<file path="src/hw/rtl/aio_pkg.sv">
// Shared types, register codes and fixed-point helpers for the alpha icon overlay.
// Used by alpha_icon_overlay and aio_blend; depends on nothing else.
package aio_pkg;

    localparam int CFG_IDX_W  = 3;
    localparam int CFG_DATA_W = 13;

    // Configuration register codes
    typedef enum logic [CFG_IDX_W-1:0] {
        CFG_IMAGE_WIDTH  = 3'd0,
        CFG_IMAGE_HEIGHT = 3'd1,
        CFG_ICON_WIDTH   = 3'd2,
        CFG_ICON_HEIGHT  = 3'd3,
        CFG_PLACE_X      = 3'd4,
        CFG_PLACE_Y      = 3'd5
    } cfg_idx_t;

    localparam logic [12:0] RST_IMAGE_WIDTH  = 13'd640;
    localparam logic [12:0] RST_IMAGE_HEIGHT = 13'd480;
    localparam logic [6:0]  RST_ICON_WIDTH   = 7'd64;
    localparam logic [6:0]  RST_ICON_HEIGHT  = 7'd64;
    localparam logic [12:0] RST_PLACE_X      = 13'd50;
    localparam logic [12:0] RST_PLACE_Y      = 13'd50;

    typedef struct packed {
        logic [7:0] red;
        logic [7:0] green;
        logic [7:0] blue;
    } pix_t;

    // Stage enables handed to the blend datapath
    typedef struct packed {
        logic mul_en;
        logic out_en;
    } blend_ctl_t;

    // p*a + b*(255-a), at most 65025
    function automatic logic [15:0] blend_num(input logic [7:0] p, input logic [7:0] b,
                                              input logic [7:0] a);
        return 16'(p) * 16'(a) + 16'(b) * (16'd255 - 16'(a));
    endfunction

    // round(num / 255) for num <= 65025: reciprocal trick, exact over that range
    function automatic logic [7:0] div255_round(input logic [15:0] num);
        logic [15:0] x;
        logic [15:0] s;
        x = num + 16'd127;
        s = x + {8'd0, x[15:8]} + 16'd1;
        return s[15:8];
    endfunction

endpackage

</file>
<file path="src/hw/rtl/aio_blend.sv">
// Blend datapath: per-channel products, then rounded divide by 255.
// Depends on aio_pkg. Uncovered or alpha 0 pixels pass background.
module aio_blend
(
    input  logic               clk,
    input  aio_pkg::blend_ctl_t ctl,
    input  aio_pkg::pix_t      icon_pix,
    input  logic [7:0]         icon_alpha,
    input  logic               covered,
    input  aio_pkg::pix_t      bg_pix,
    output aio_pkg::pix_t      result
);
    import aio_pkg::*;

    logic [15:0] num_b_reg;
    logic [15:0] num_g_reg;
    logic [15:0] num_r_reg;
    pix_t        bg_reg;
    logic        use_reg;
    logic        use_next;
    pix_t        result_reg;

    assign use_next = covered && (icon_alpha != 8'd0);

    always_ff @(posedge clk)
    begin
        if (ctl.mul_en)
        begin
            num_b_reg <= blend_num(icon_pix.blue,  bg_pix.blue,  icon_alpha);
            num_g_reg <= blend_num(icon_pix.green, bg_pix.green, icon_alpha);
            num_r_reg <= blend_num(icon_pix.red,   bg_pix.red,   icon_alpha);
            bg_reg    <= bg_pix;
            use_reg   <= use_next;
        end
        if (ctl.out_en)
        begin
            if (use_reg)
            begin
                result_reg.blue  <= div255_round(num_b_reg);
                result_reg.green <= div255_round(num_g_reg);
                result_reg.red   <= div255_round(num_r_reg);
            end
            else
            begin
                result_reg <= bg_reg;
            end
        end
    end

    assign result = result_reg;

endmodule

</file>
<file path="config.mk">
export PLATFORM = sky130hd
export DESIGN_NAME = aio_blend
export DESIGN_NICKNAME = d
export VERILOG_FILES = /design/src/hw/rtl/aio_pkg.sv /design/src/hw/rtl/aio_blend.sv
export SDC_FILE = /design/constraint.sdc
export NUM_CORES = 1
export LEC_CHECK = 0
export BUFFER_PORTS_ARGS = -buffer_cell sky130_fd_sc_hd__buf_2
export CORE_ASPECT_RATIO = 2
export CORE_MARGIN = 4
export CORE_UTILIZATION = 40
export CTS_CLUSTER_DIAMETER = 40
export CTS_CLUSTER_SIZE = 24
export DETAILED_ROUTE_END_ITERATION = 10
export GPL_ROUTABILITY_DRIVEN = 0
export GPL_TIMING_DRIVEN = 0
export PLACE_DENSITY = 0.68
export RECOVER_POWER = 100
export SLEW_MARGIN = 20
export SYNTH_ARGS = -nofsm -noshare
export SYNTH_HDL_FRONTEND = slang
export SYNTH_SLANG_ARGS = --single-unit
</file>
<file path="constraint.sdc">
create_clock -name clk -period 8.7 [get_ports clk]
set_input_delay 1.74 -clock clk [delete_from_list [all_inputs] [get_ports clk]]
set_output_delay 1.74 -clock clk [all_outputs]
set_load 0.02 [all_outputs]
</file>
==> results.md <==
* YS warnings at 0
* Cell Rows at 110
* Number of synthesized flops with an enable pin at 97
* Hold Fails Final Rpt at 0
* Total of max-cap violations at 2
* Critical Path AT at 8470 ps
* Fmax at 119 MHz
* Layout Nets at 2535
* Insertion delay to the later sink of the worst-skew pair at 390 ps
* Slew Viols, Final at 76
* WHS at 538 ps
* Placed cell area at 0.0193 mm2
* Flops & latches, synth at 97
* Number of hold buffers added after cts at 0
* Hold Crit Depth at 2
* RSZ-0062 raised after global routing: no
* Root buf cell: clkbuf_16
* DR vias at 13.4k
* Finished Cell Area at 0.0195 mm2
* TritonCTS clock tree: built
* Synth cell types at 66
* First-pass GRT wire length at 78500 um
* Initial Util at 40.5%
* Worst hold-check path type: flop to flop
* Port Buffers at 75
* Yosys top cell area share at 31.5%
* Final HPWL DP at 42200 um
* Crit. End Element: flop
* Drt drc at 0
* Worst Path Max Fanout at 10
* Critical path startpoint category: input port
* Synth Flop Type: edfxtp_1
* Post_cts resized at 0
* Worst R2R Path Depth at 13
* Starting DRT DRC Count at 453
* Die X at 159 um
* WP data required at 8800 ps
* WL final at 49600 um
* Skew final at 18.8 ps
* Layout cells sized above 1 at 3.44%
* Top cells by count, synth: 428 x inv_1, 287 x fa_1, 215 x ha_1
* Total core area at 0.0450 mm2
* Clock sink count at 97
* H-tree levels at 3
* Total gr overflow at 0
* Post-Syn Instances at 1884
* Worst-Margin Slew at 2450 ps
* Biggest area consumer among synthesized cells: fa_1
* Final count of negative-setup-slack endpoints at 0
* Mean post-synth cell area at 9.67 um2
* # Post-CTS Setup Buffers at 0
* Syn-to-layout area delta at 7.12%
* Leak Pwr at 9.40 nW
* Critical path class: input port to flop
* Total CTS buffers at 9
* Final period utilization at 96.2%
* Initial antenna violation count at 5
* Fin util at 43.4%
* Failing checks: capacitance limit, slew limit
* Synthesized cell area at 0.0182 mm2
* Post-route ant nets at 0
* Final worst path period need at 8370 ps
* Routed len/inst at 19.5 um
* VDD IR max at 0.000966 V
* Clock Path Buffers at 2
* I/O pin cnt at 84
* CTS clk-pin slew, worst paths at 80 ps
* Pwr dens at 403 mW/mm2
* GRT Total Usage at 20.6%
* # fillers at 4291
* Most frequent cell after synthesis: inv_1
* Floorplan die height at 310 um
* Vias in the first global route at 15.3k
* Status: finished with violations
* Rel. slew slack at -63.1%
* Post-synth ARST share at 0%
* Pre-antenna DRT Iters at 6
* Seq/Total Area, Yosys at 16.0%
* Synth top area cells: fa_1 32%, edfxtp_1 16%, ha_1 15%
* Die footprint at 0.0492 mm2
* Largest net degree at the start of global routing at 43
* Avg Vias per Cell at 5.27
==> cells by family (layout without fill, tap and decap cells) <==
logic type	count (synthesis)	in the layout	synth area share, %
DFF	97	97	16.0
other	1	7	0.0206
AOI/OAI and AO/OA	142	142	5.47
buffers and inverters	477	569	9.86
adders and majority gates	502	502	46.3
xor gates and xnor gates	96	96	4.62
muxes	12	12	0.742
and+or+nand+nor	557	557	17.0
==> where the power goes <==
group	switching, W	leakage, nW	total [W]	internal [W]
Clock	0.000212	0.138	0.000411	0.000200
Combinational	0.00366	8.31	0.00633	0.00267
Sequential	0.000113	0.950	0.00112	0.00100
==> layout by cell type, fill, tap and decap left out, types with 31 or more instances in the layout <==
cell type    n
xor2_1      37
and2_1     107
xnor2_1     59
ha_1       215
fa_1       287
clkbuf_1    96
edfxtp_1    97
inv_1      428
nand2_1    122
nor2_1      33
o21ai_0     31
nand2b_1    63
nor2b_1    134
a21oi_1     31
==> worst paths after layout <==
path         slack [ps]       endpoint           from
max reg2reg        4000     result[21]   num_r_reg[2]
max                 330  num_g_reg[15]  icon_alpha[1]
min                 540      result[6]      bg_reg[6]
min reg2reg         540      result[6]      bg_reg[6]
==> layer usage <==
metal / GRT usage [%] / up-vias / part of all wire (%)
li1: - / 6049 / -
met4: 15.4 / 2 / 8.5
met2: 40.8 / 414 / 55
met5: 0 / - / 0.028
met3: 3.55 / 212 / 4.9
met1: 18.5 / 6708 / 31
==> worst max-delay path: stages <==
cell,delay (ps)
clkbuf_1,540
clkbuf_1,730
nand2_1,180
fa_1,550
fa_1,590
fa_1,450
fa_1,600
fa_1,460
fa_1,500
inv_1,40
ha_1,330
a21o_1,200
a31o_2,220
a41o_1,260
nor4_1,410
nor3_1,110
or3b_2,570
==> final cells by class <==
type,instances,area (um2),share of cell area [%]
repair buffers,76,317,1.62
clock inverters,7,65.1,0.333
inverters,428,1610,8.23
flip-flops and latches,97,2910,14.9
clock buffers,9,225,1.15
diodes,4,10.0,0.0513
multi-input cells,1312,13500,69.1
plain buffers,49,188,0.962
well taps,560,701,3.59
==> through the flow <==
stage	power, W	cells	setup slack (ps)	setup TNS (ps)
after floorplan	0.00583	1886	1190	0
after global placement	0.00729	2521	47.6	0
after detailed placement	0.00752	2522	-8.18	-8.18
after CTS	0.00799	2538	374	0
after global routing	0.00875	2541	132	0
final	0.00786	2542	328	0
No activity file was read; power rests on OpenSTA's default activity.
